`src/hw/rtl/eds_pkg.sv`:
```
// Shared types and constants for the event deadline scheduler.
// Used by eds_slot_file, eds_min_scan, event_deadline_scheduler, eds_checker and tb; no dependencies.
`default_nettype none

package eds_pkg;

   localparam int NUM_EVENTS = 8;
   localparam int IDX_W      = (NUM_EVENTS > 1) ? $clog2(NUM_EVENTS) : 1;
   localparam int EV_W       = 4;
   localparam int TIME_W     = 64;
   localparam int AMT_W      = 32;
   localparam int DELTA_W    = 31;

   localparam logic [EV_W:0]      EV_LIMIT  = (EV_W + 1)'(NUM_EVENTS);
   localparam logic [DELTA_W-1:0] DELTA_MAX = {DELTA_W{1'b1}};

   // request codes; unused codes behave as status only
   localparam logic [2:0] REQ_ADVANCE  = 3'd0;
   localparam logic [2:0] REQ_SCHEDULE = 3'd1;
   localparam logic [2:0] REQ_CANCEL   = 3'd2;
   localparam logic [2:0] REQ_POP      = 3'd3;
   localparam logic [2:0] REQ_STATUS   = 3'd4;

   typedef struct packed {
      logic [2:0]             req_type;
      logic [EV_W-1:0]        event_type;
      logic signed [AMT_W-1:0] amount;
   } eds_req_type;

   typedef struct packed {
      logic               popped_valid;
      logic [EV_W-1:0]    popped_event;
      logic               type_pending;
      logic               any_pending;
      logic [DELTA_W-1:0] next_delta;
   } eds_rsp_type;

   // slot write command: set loads a deadline and marks active, else clears active
   typedef struct packed {
      logic              en;
      logic              set;
      logic [IDX_W-1:0]  idx;
      logic [TIME_W-1:0] deadline;
   } slot_wr_type;

   // minimum search result, held until the next start
   typedef struct packed {
      logic              done;
      logic              found;
      logic [IDX_W-1:0]  idx;
      logic [TIME_W-1:0] when;
   } scan_res_type;

endpackage

`default_nettype wire

```
`src/hw/rtl/event_deadline_scheduler.sv`:
```
// Event deadline scheduler: a 64-bit signed time counter plus one deadline slot per
// event type. Each request transaction advances time, schedules, cancels, pops the
// earliest expired event, or only reports status, and yields exactly one response
// transaction describing the state after the request. One request is handled at a
// time: req_stall is high from acceptance until the response is loaded into the
// output register. The cost is set by the earliest-deadline scan, which visits one
// slot per cycle; a pop scans before and after removing the event, and any other
// request scans once. A new request is taken while the previous response still
// waits on rsp_stall. No clearing pass is needed after reset.
// Depends on eds_pkg, eds_slot_file and eds_min_scan.
`default_nettype none

module event_deadline_scheduler (
   input  wire logic                 clock,
   input  wire logic                 reset,
   input  wire logic                 req_valid,
   output logic                      req_stall,
   input  wire eds_pkg::eds_req_type req_data,
   output logic                      rsp_valid,
   input  wire logic                 rsp_stall,
   output eds_pkg::eds_rsp_type      rsp_data
);
   import eds_pkg::*;

   // sequencer states
   localparam logic [3:0] ST_IDLE   = 4'd0;
   localparam logic [3:0] ST_EXEC   = 4'd1;
   localparam logic [3:0] ST_SCAN_A = 4'd2;  // search before a pop
   localparam logic [3:0] ST_WAIT_A = 4'd3;
   localparam logic [3:0] ST_POP    = 4'd4;
   localparam logic [3:0] ST_SCAN_B = 4'd5;  // search for the reported state
   localparam logic [3:0] ST_WAIT_B = 4'd6;
   localparam logic [3:0] ST_DELTA  = 4'd7;
   localparam logic [3:0] ST_RESULT = 4'd8;

   logic [3:0]        state_ff, state_in;
   eds_req_type       req_ff;
   logic [TIME_W-1:0] now_ff, now_in;
   logic              pv_ff, pv_in;
   logic [EV_W-1:0]   pe_ff, pe_in;
   logic [TIME_W-1:0] diff_ff;
   logic              later_ff;
   logic              rsp_valid_ff, rsp_valid_in;
   eds_rsp_type       rsp_ff, rsp_in;

   logic              req_fire;
   logic              rsp_free;
   logic              in_range;
   logic [IDX_W-1:0]  ev_idx;
   logic [TIME_W-1:0] now_plus_amt;
   logic              pop_fire;
   logic              scan_start;
   slot_wr_type       slot_wr;
   logic [IDX_W-1:0]  scan_idx;
   logic [TIME_W-1:0] scan_deadline;
   logic [NUM_EVENTS-1:0] slot_active;
   scan_res_type      scan_res;
   logic [DELTA_W-1:0] delta;

   // ---------------------------------------------------------------- handshakes
   assign req_stall = (state_ff != ST_IDLE);
   assign req_fire  = req_valid && !req_stall;
   // the output register can take a new response when empty or being drained
   assign rsp_free  = !rsp_valid_ff || !rsp_stall;

   // ---------------------------------------------------------------- request decode
   assign in_range     = ({1'b0, req_ff.event_type} < EV_LIMIT);
   assign ev_idx       = req_ff.event_type[IDX_W-1:0];
   // one 64-bit adder serves both advance and schedule
   assign now_plus_amt = now_ff + TIME_W'(req_ff.amount);
   // pop only when the earliest active deadline is not after now
   assign pop_fire     = scan_res.found && !($signed(now_ff) < $signed(scan_res.when));
   assign scan_start   = (state_ff == ST_SCAN_A) || (state_ff == ST_SCAN_B);

   // ---------------------------------------------------------------- slot writes
   always_comb begin
      slot_wr          = '0;
      slot_wr.deadline = now_plus_amt;
      slot_wr.idx      = ev_idx;
      if (state_ff == ST_EXEC && in_range) begin
         if (req_ff.req_type == REQ_SCHEDULE) begin
            slot_wr.en  = 1'b1;
            slot_wr.set = 1'b1;
         end else if (req_ff.req_type == REQ_CANCEL) begin
            slot_wr.en  = 1'b1;
         end
      end else if (state_ff == ST_POP && pop_fire) begin
         // retire the earliest slot
         slot_wr.en  = 1'b1;
         slot_wr.idx = scan_res.idx;
      end
   end

   eds_slot_file u_slots (
      .clock       (clock),
      .reset       (reset),
      .wr          (slot_wr),
      .rd_idx      (scan_idx),
      .rd_deadline (scan_deadline),
      .active      (slot_active)
   );

   eds_min_scan u_scan (
      .clock       (clock),
      .reset       (reset),
      .start       (scan_start),
      .active      (slot_active),
      .rd_deadline (scan_deadline),
      .rd_idx      (scan_idx),
      .res         (scan_res)
   );

   // ---------------------------------------------------------------- next_delta
   // Clamp the registered difference: nothing pending gives the maximum, a due
   // deadline gives zero, anything beyond 31 bits saturates.
   always_comb begin
      if (!scan_res.found) begin
         delta = DELTA_MAX;
      end else if (!later_ff) begin
         delta = '0;
      end else if (diff_ff[TIME_W-1:DELTA_W] != '0) begin
         delta = DELTA_MAX;
      end else begin
         delta = diff_ff[DELTA_W-1:0];
      end
   end

   // ---------------------------------------------------------------- sequencer
   always_comb begin
      state_in     = state_ff;
      now_in       = now_ff;
      pv_in        = pv_ff;
      pe_in        = pe_ff;
      rsp_valid_in = rsp_valid_ff && rsp_stall;
      rsp_in       = rsp_ff;
      unique case (state_ff)
         ST_IDLE: begin
            if (req_fire) begin
               pv_in    = 1'b0;
               pe_in    = '0;
               state_in = ST_EXEC;
            end
         end
         ST_EXEC: begin
            if (req_ff.req_type == REQ_ADVANCE) begin
               now_in = now_plus_amt;
            end
            state_in = (req_ff.req_type == REQ_POP) ? ST_SCAN_A : ST_SCAN_B;
         end
         ST_SCAN_A: state_in = ST_WAIT_A;
         ST_WAIT_A: begin
            if (scan_res.done) begin
               state_in = ST_POP;
            end
         end
         ST_POP: begin
            if (pop_fire) begin
               now_in = scan_res.when;
               pv_in  = 1'b1;
               pe_in  = EV_W'(scan_res.idx);
            end
            state_in = ST_SCAN_B;
         end
         ST_SCAN_B: state_in = ST_WAIT_B;
         ST_WAIT_B: begin
            if (scan_res.done) begin
               state_in = ST_DELTA;
            end
         end
         ST_DELTA: state_in = ST_RESULT;
         ST_RESULT: begin
            // hold until the output register is free
            if (rsp_free) begin
               rsp_valid_in        = 1'b1;
               rsp_in.popped_valid = pv_ff;
               rsp_in.popped_event = pe_ff;
               rsp_in.type_pending = in_range && slot_active[ev_idx];
               rsp_in.any_pending  = scan_res.found;
               rsp_in.next_delta   = delta;
               state_in            = ST_IDLE;
            end
         end
         default: state_in = ST_IDLE;
      endcase
   end

   always_ff @(posedge clock) begin
      if (reset) begin
         state_ff     <= ST_IDLE;
         now_ff       <= '0;
         rsp_valid_ff <= 1'b0;
      end else begin
         state_ff     <= state_in;
         now_ff       <= now_in;
         rsp_valid_ff <= rsp_valid_in;
      end
   end

   // payload registers
   always_ff @(posedge clock) begin
      if (req_fire) begin
         req_ff <= req_data;
      end
      pv_ff    <= pv_in;
      pe_ff    <= pe_in;
      diff_ff  <= scan_res.when - now_ff;
      later_ff <= $signed(now_ff) < $signed(scan_res.when);
      rsp_ff   <= rsp_in;
   end

   assign rsp_valid = rsp_valid_ff;
   assign rsp_data  = rsp_ff;

`ifndef NO_ASSERTIONS
   // a response appears only as the sequencer leaves its result state
   a_rsp_from_result: assert property (@(posedge clock) disable iff (reset)
      $rose(rsp_valid) |-> $past(state_ff) == ST_RESULT)
      else $error("response raised outside the result state");

   // the search only completes while the sequencer waits for it
   a_scan_done_wait: assert property (@(posedge clock) disable iff (reset)
      scan_res.done |-> (state_ff == ST_WAIT_A || state_ff == ST_WAIT_B))
      else $error("scan finished while sequencer not waiting");

   // a pop moves time to the popped deadline
   a_pop_time: assert property (@(posedge clock) disable iff (reset)
      (state_ff == ST_POP && pop_fire) |=> now_ff == $past(scan_res.when))
      else $error("pop did not move time to the deadline");
`endif

endmodule

`default_nettype wire

```
`src/hw/rtl/eds_slot_file.sv`:
```
// Event slot storage: active flags and absolute deadlines.
// Depends on eds_pkg.
`default_nettype none

module eds_slot_file (
   input  wire logic                            clock,
   input  wire logic                            reset,
   input  wire eds_pkg::slot_wr_type            wr,
   input  wire logic [eds_pkg::IDX_W-1:0]       rd_idx,
   output logic [eds_pkg::TIME_W-1:0]           rd_deadline,
   output logic [eds_pkg::NUM_EVENTS-1:0]       active
);
   import eds_pkg::*;

   logic [NUM_EVENTS-1:0] active_ff;
   logic [NUM_EVENTS-1:0] active_in;
   logic [TIME_W-1:0]     deadline_ff [NUM_EVENTS];

   always_comb begin
      active_in = active_ff;
      if (wr.en) begin
         active_in[wr.idx] = wr.set;
      end
   end

   always_ff @(posedge clock) begin
      if (reset) begin
         active_ff <= '0;
      end else begin
         active_ff <= active_in;
      end
   end

   // deadlines are only read where the slot is active
   always_ff @(posedge clock) begin
      if (wr.en && wr.set) begin
         deadline_ff[wr.idx] <= wr.deadline;
      end
   end

   assign rd_deadline = deadline_ff[rd_idx];
   assign active      = active_ff;

endmodule

`default_nettype wire

```
`src/hw/rtl/eds_min_scan.sv`:
```
// Iterative earliest-deadline search: one slot and one signed compare per cycle.
// Depends on eds_pkg; reads slots through eds_slot_file.
`default_nettype none

module eds_min_scan (
   input  wire logic                            clock,
   input  wire logic                            reset,
   input  wire logic                            start,
   input  wire logic [eds_pkg::NUM_EVENTS-1:0]  active,
   input  wire logic [eds_pkg::TIME_W-1:0]      rd_deadline,
   output logic [eds_pkg::IDX_W-1:0]            rd_idx,
   output eds_pkg::scan_res_type                res
);
   import eds_pkg::*;

   logic              busy_ff,  busy_in;
   logic              done_ff,  done_in;
   logic [IDX_W-1:0]  cnt_ff,   cnt_in;
   logic              found_ff, found_in;
   logic [IDX_W-1:0]  best_ff,  best_in;
   logic [TIME_W-1:0] when_ff,  when_in;
   logic              take;
   logic              last;

   assign take = active[cnt_ff] &&
                 (!found_ff || ($signed(rd_deadline) < $signed(when_ff)));
   assign last = (cnt_ff == IDX_W'(NUM_EVENTS - 1));

   always_comb begin
      busy_in  = busy_ff;
      done_in  = 1'b0;
      cnt_in   = cnt_ff;
      found_in = found_ff;
      best_in  = best_ff;
      when_in  = when_ff;
      if (start) begin
         busy_in  = 1'b1;
         cnt_in   = '0;
         found_in = 1'b0;
         best_in  = '0;
      end else if (busy_ff) begin
         if (take) begin
            found_in = 1'b1;
            best_in  = cnt_ff;
            when_in  = rd_deadline;
         end
         if (last) begin
            busy_in = 1'b0;
            done_in = 1'b1;
         end else begin
            cnt_in = cnt_ff + 1'b1;
         end
      end
   end

   always_ff @(posedge clock) begin
      if (reset) begin
         busy_ff  <= 1'b0;
         done_ff  <= 1'b0;
         cnt_ff   <= '0;
         found_ff <= 1'b0;
         best_ff  <= '0;
      end else begin
         busy_ff  <= busy_in;
         done_ff  <= done_in;
         cnt_ff   <= cnt_in;
         found_ff <= found_in;
         best_ff  <= best_in;
      end
   end

   always_ff @(posedge clock) begin
      when_ff <= when_in;
   end

   assign rd_idx    = cnt_ff;
   assign res.done  = done_ff;
   assign res.found = found_ff;
   assign res.idx   = best_ff;
   assign res.when  = when_ff;

endmodule

`default_nettype wire

```
`config.mk`:
```
export PLATFORM = sky130hd
export DESIGN_NAME = event_deadline_scheduler
export DESIGN_NICKNAME = d
export VERILOG_FILES = /design/src/hw/rtl/eds_pkg.sv /design/src/hw/rtl/event_deadline_scheduler.sv /design/src/hw/rtl/eds_slot_file.sv /design/src/hw/rtl/eds_min_scan.sv
export SDC_FILE = /design/constraint.sdc
export NUM_CORES = 1
export LEC_CHECK = 0
export BUFFER_PORTS_ARGS = -buffer_cell sky130_fd_sc_hd__clkbuf_2
export CORE_UTILIZATION = 30
export CTS_CLUSTER_SIZE = 16
export DETAILED_ROUTE_END_ITERATION = 16
export PLACE_DENSITY = 0.53
export SLEW_MARGIN = 20
export SYNTH_ARGS = -nofsm -noshare
export SYNTH_HDL_FRONTEND = slang
export SYNTH_SLANG_ARGS = --single-unit
```
`constraint.sdc`:
```
create_clock -name clock -period 20.6 [get_ports clock]
set_clock_uncertainty 0.1 [all_clocks]
set_input_delay 1.03 -clock clock [delete_from_list [all_inputs] [get_ports clock]]
set_output_delay 1.03 -clock clock [all_outputs]
set_load 0.01 [all_outputs]
```
==> results of run 1 <==
## worst max-delay path, cell delays in order (launching register included)
cell and delay [ns]:
dfxtp_4 0.68, buf_4 0.69, buf_4 0.78, mux4_2 0.60
mux2_2 0.30, ha_1 0.31, nand4_1 0.17, or2_2 0.35
nor2_1 0.15, a2111oi_0 0.14, o211a_1 0.16, a311oi_1 0.49
nor2_1 0.23, mux2i_1 0.19, a211oi_2 0.49, nor2b_4 0.84
buf_4 0.67
## metrics by stage
| stage | worst slack, ns | cells |
|---|---|---|
| floorplan | 12.92 | 3063 |
| global placement | 12.75 | 4765 |
| detailed placement | 12.65 | 4765 |
| CTS | 12.59 | 4918 |
| global route | 12.34 | 4918 |
| finish | 12.77 | 4919 |
## cells in the final DEF, fill, tap and decap left out, types with 80 or more instances in the layout
cell / count
mux4_2: 132
nand2_1: 235
xnor2_1: 81
nor2_1: 174
edfxtp_1: 656
inv_1: 177
o21ai_0: 142
clkbuf_16: 85
dfxtp_1: 150
ha_1: 255
a21oi_1: 202
clkbuf_2: 80
## logic make-up after synthesis
logic type                 Yosys count
adders and majority gates          257
DFF                                810
and+or+nand+nor                    660
muxes                              212
AOI/OAI and AO/OA                  666
xor gates and xnor gates           126
buffers and inverters              331
other                                1
## power by group through the flow
stage               combinational, uW  clock [uW]  sequential [uW]
finish                            580        1530             1920
global route                      641        1630             1930
CTS                               583        1570             1930
detailed placement                580           0             1960
global placement                  574           0             1960
floorplan                         421           0             1940
## routing by layer
layer | GRT usage | up-vias | share of wire
li1 | - | 11660 | -
met1 | 0.2152 | 12370 | 0.47
met2 | 0.2513 | 579 | 0.46
met3 | 0.01917 | 119 | 0.048
met4 | 0.04865 | 0 | 0.022
met5 | 0 | - | 0
## area by class of cell
type	instances	area, um2
multi-input cells	1922	15660
repair buffers	113	648.1
fillers	12700	85600
clock inverters	53	543.0
inverters	178	668.1
diodes	1	2.502
clock buffers	100	2213
well taps	1742	2180
flip-flops and latches	810	22790
## registers in the layout, indices dropped and copies added (netlist names), 4 cells and up, named ones only
register             flops
diff_ff                 64
state_ff                 4
u_slots.deadline_ff    512
rsp_data                37
req_ff                  36
now_ff                  64
u_slots.active           8
u_scan.when_ff          64
## how the worst max path moves through the flow
stage,startpoint,to,slack (ns)
5_1_grt,register,u_scan.when_ff[6]$_DFFE_PP_,12.34
2_1_floorplan,register,u_scan.when_ff[0]$_DFFE_PP_,12.92
3_5_place_dp,register,u_scan.when_ff[5]$_DFFE_PP_,12.65
3_3_place_gp,register,u_scan.when_ff[4]$_DFFE_PP_,12.75
4_1_cts,register,u_scan.when_ff[2]$_DFFE_PP_,12.59
6_report,register,u_scan.when_ff[7]$_DFFE_PP_,12.77
==> results.py, run 1 <==
metrics = {
    "status": {
        "status": "finished, final reports clean",
    },
    "clock_network": {
        "cts_setup_buffers": 0,
        "clk_pin_slew_ns": 0.06,
        "cts_tree": "yes",
        "h-tree-depth": 3,
        "clock_latency_ns": 0.67,
        "clock-sinks": 810,
        "clock_path_buffers": 3,
        "cts_resized": 0,
        "cts_buffers": 83,
        "hold_buffers": 0,
        "cts_root_buf": "clkbuf_16",
    },
    "sta": {
        "timing.final.crit_period_ns": 7.829,
        "setup_tns_ns": 0,
        "worstMarginPinSlew_ns": 1.154,
        "final-hold-violation-count": 0,
        "slew_viol_final": 0,
        "whs_ns": 0.3173,
        "fmax_mhz": 127.7,
        "post-route-period-util": 0.3801,
        "max-slew-margin-rel": 0.2273,
        "finalSetupViolCount": 0,
        "rsz0062_at_grt": "false",
    },
    "logic_synthesis": {
        "synth-compound-area-share": 0.1091,
        "synthTopCellsByArea": "edfxtp_1 50%, ha_1 8.1%, dfxtp_1 7.8%",
        "synth_top_area_cell": "edfxtp_1",
        "synth_common_cells": "656 x edfxtp_1, 255 x ha_1, 236 x nand2_1, 203 x a21oi_1, 182 x nor2_1",
        "synth.most_common_cell": "edfxtp_1",
        "syn_avg_cell_area_um2": 12.94,
        "async_flop_share": 0,
        "yosysWarnings": 0,
        "yosys-mux-area-fraction": 0.09736,
        "synth-main-ff-cell": "edfxtp_1",
        "syn_area_um2": 39630,
        "synth-simple-area-share": 0.07703,
        "synth_edf_count": 656,
        "synth.distinct_cells": 78,
        "synth_fa_ha_area_frac": 0.08151,
        "synth-seq-area-share": 0.5748,
        "syn-num-nets": 3363,
        "synth_top_family_by_area": "compound AO/OA/AOI/OAI gates",
        "synth-xor-area-share": 0.02784,
        "ys_seq_elements": 810,
        "netlist.area_leader.share": 0.4970,
        "syn_inst": 3063,
    },
    "setup_path": {
        "r2r_end": "u_scan.when_ff[7]$_DFFE_PP_",
        "crit_type": "register to register",
        "worst_setup_path_start_kind": "register",
        "cp-end-kind": "register",
        "required_ns": 20.79,
        "ff2ff_path_depth": 16,
        "r2r_slack_ns": 12.77,
        "critPathArrivalTime_ns": 8.02,
        "worstPathMaxFanout": 41,
    },
    "worst_hold_path": {
        "hold_class": "register to register",
        "worstHoldStart": "pe_ff[0]$_SDFFCE_PN0P_",
        "whs_endpoint": "rsp_data[33]$_DFFE_PP_",
        "hold_depth": 0,
    },
    "routing": {
        "ant_nets": 0,
        "wl_per_cell_um": 21.01,
        "vias": 24730,
        "drc": 0,
        "drt_iter0_drc": 2064,
        "drt-pass1-iter-count": 5,
        "wl_um": 103300,
        "viasPerCell": 5.028,
    },
    "power_and_ir_drop": {
        "p_leak_uw": 0.01565,
        "power_switching_share": 0.2646,
        "power_frac_seq": 0.477,
        "pwr-share-comb": 0.144,
        "p_int_uw": 2966,
        "ir_drop_v": 0.00005385,
        "totalPowerFinal_uw": 4034,
        "clkPwrFrac": 0.379,
        "p_sw_uw": 1067,
        "powerDensity_nw_per_um2": 90.22,
    },
    "grt": {
        "grt_antenna_before_repair": 3,
        "grt_max_degree": 63,
        "gr-total-overflow": 0,
        "grt_first_pass_wirelength_um": 155700,
        "grt_pass1_vias": 24610,
        "grt.total_usage": 0.1550,
    },
    "die": {
        "dieArea_um2": 133600,
        "dieHeight_um": 365.5,
        "die_w_um": 365.5,
        "start_util": 0.3041,
        "core_um2": 130300,
        "rows": 132,
        "io_pins": 83,
    },
    "finish": {
        "area_delta_synth_final_pct": 12.81,
        "fin_area_um2": 44710,
        "fin_util": 0.3431,
        "layout-drive-gt1-share": 0.1552,
        "layout.nets": 3408,
    },
    "place": {
        "io_buffers": 81,
        "place_area_um2": 41950,
        "hpwl_um": 70070,
        "gp_congestion": 0.8836,
    },
    "run": {
        "drv_cap": 0,
    },
}
Note: power is estimated with default switching activity, not from simulation.
==> inputs of run 2 (changes only) <==
PLACE_DENSITY = 0.55   (was 0.53)
clock period = 6.3 ns   (was 20.6 ns; I/O delays follow)
==> results.py, run 2 (same netlist as run 1, synthesis figures left out) <==
metrics = {
    "routing": {
        "ant_nets": 0,
        "drt-pass1-iter-count": 5,
        "vias": 25210,
        "drt_iter0_drc": 2024,
        "drc": 0,
        "wl_per_cell_um": 21.08,
        "wl_um": 104900,
        "viasPerCell": 5.065,
    },
    "sta": {
        "setup_tns_ns": 0,
        "fmax_mhz": 170.3,
        "post-route-period-util": 0.9318,
        "rsz0062_at_grt": "false",
        "timing.final.crit_period_ns": 5.871,
        "worstMarginPinSlew_ns": 1.088,
        "finalSetupViolCount": 0,
        "final-hold-violation-count": 0,
        "max-slew-margin-rel": 0.2644,
        "slew_viol_final": 0,
    },
    "grt": {
        "use_met3": 0.02078,
        "grt_max_degree": 69,
        "grt_first_pass_wirelength_um": 157600,
        "globalRouteMet2Util": 0.2273,
        "grt_pass1_vias": 24530,
        "grt-busiest-layer": "met1",
        "gr-total-overflow": 0,
        "met1_usage": 0.2398,
        "grt.total_usage": 0.1562,
        "grt_antenna_before_repair": 5,
    },
    "finish": {
        "layout-drive-gt1-share": 0.1534,
        "layout.nets": 3463,
        "final_common_cell": "edfxtp_1",
        "area_delta_synth_final_pct": 14.86,
        "fin_area_um2": 45520,
        "largest_register": "u_slots.deadline_ff",
        "largest_reg_flops": 512,
        "fin_util": 0.3493,
        "layout_common_cells": "656 x edfxtp_1, 255 x ha_1, 235 x nand2_1",
        "fin_cells": 4977,
    },
    "place": {
        "hpwl_um": 73820,
        "place_inst": 4779,
        "io_buffers": 81,
        "place_area_um2": 42190,
        "gp_congestion": 0.8759,
    },
    "setup_path": {
        "worstPathMaxFanout": 35,
        "critPathArrivalTime_ns": 6.08,
        "r2r_slack_ns": 0.43,
        "cp-end-kind": "register",
        "crit_start": "u_scan.when_ff[21]$_DFFE_PP_",
        "r2r-start": "u_scan.when_ff[21]$_DFFE_PP_",
        "r2r_end": "u_slots.deadline_ff[3][56]$_DFFE_PP_",
        "crit_type": "register to register",
        "ff2ff_path_depth": 13,
        "required_ns": 6.51,
        "worst_setup_path_start_kind": "register",
    },
    "clock_network": {
        "cts_tree": "yes",
        "clock-sinks": 810,
        "clk_pin_slew_ns": 0.06,
        "clock_path_buffers": 3,
        "cts_buffers": 84,
        "cts_resized": 0,
        "clock_latency_ns": 0.70,
        "hold_buffers": 40,
        "cts_root_buf": "clkbuf_16",
        "h-tree-depth": 3,
        "cts_setup_buffers": 0,
    },
    "die": {
        "core_um2": 130300,
        "start_util": 0.3041,
        "dieHeight_um": 365.5,
        "dieArea_um2": 133600,
        "io_pins": 83,
        "rows": 132,
        "die_w_um": 365.5,
    },
    "run": {
        "drv_cap": 0,
    },
    "power_and_ir_drop": {
        "ir_drop_v": 0.0001910,
        "p_leak_uw": 0.01600,
        "powerDensity_nw_per_um2": 297.8,
    },
    "worst_hold_path": {
        "whs_endpoint": "state_ff[3]$_SDFFE_PP0P_",
        "hold_class": "primary input to register",
        "worstHoldStart": "reset",
        "hold_depth": 2,
    },
    "status": {
        "status": "finished, final reports clean",
    },
}
[run 2: changes by cell type in the layout (fill, tap and decap cells not counted), sizes merged]
cell	delta
dlygate4sd3	+40
buf	+14
bufinv	+5
clkinvlp	-5
clkbuf	+3
clkinv	+3
inv	-3
diode	+1
[run 2: worst max path at each step]
stage                                                end  slack (ns)  cells past startpoint
floorplan            u_slots.deadline_ff[5][0]$_DFFE_PP_        0.20                     14
CTS                 u_slots.deadline_ff[3][46]$_DFFE_PP_        0.30                     14
global placement    u_slots.deadline_ff[3][58]$_DFFE_PP_        0.37                     14
finish              u_slots.deadline_ff[3][56]$_DFFE_PP_        0.43                     13
global route        u_slots.deadline_ff[3][46]$_DFFE_PP_        0.18                     14
detailed placement  u_slots.deadline_ff[3][60]$_DFFE_PP_        0.34                     14
[run 2: stage by stage]
stage	total power, uW	hold WS, ns	setup WS, ns
finish	13560	0.04125	0.4295
global route	14080	0.06962	0.1783
CTS	13660	0.005750	0.2991
detailed placement	8402	0.3045	0.3427
global placement	8391	0.3047	0.3654
floorplan	7708	0.3003	0.2038
[run 2: power breakdown]
group          total (uW)  internal, uW  switching (uW)  leakage [uW]
Sequential           6300          6170             132       0.00725
Clock                5220          3050            2170       0.00139
Combinational        2030           713            1320       0.00736
[run 2: routing by layer]
layer	vias to the layer above	part of all wire
met1	12550	0.50
met4	2	0.019
met3	122	0.060
met2	765	0.42
met5	-	0.00012
li1	11770	-
[run 2: critical path, cell delays in order, from the launching register on]
cell,delay [ns]
edfxtp_1,0.45
ha_1,0.47
nand4_1,0.30
nor2_1,0.25
nand2_1,0.23
a2111oi_2,0.62
nor3_1,0.22
o21ai_1,0.24
mux2i_2,0.56
mux2i_1,0.33
o21ai_1,0.35
nor2_4,0.20
buf_4,0.48
buf_4,0.60
[run 2: final cells by class]
type,instances,area (um2)
multi-input cells,1922,15690
clock buffers,103,2203
fillers,12620,84790
well taps,1742,2180
inverters,178,668.1
repair buffers,167,1291
flip-flops and latches,810,22790
diodes,2,5.005
clock inverters,53,690.7
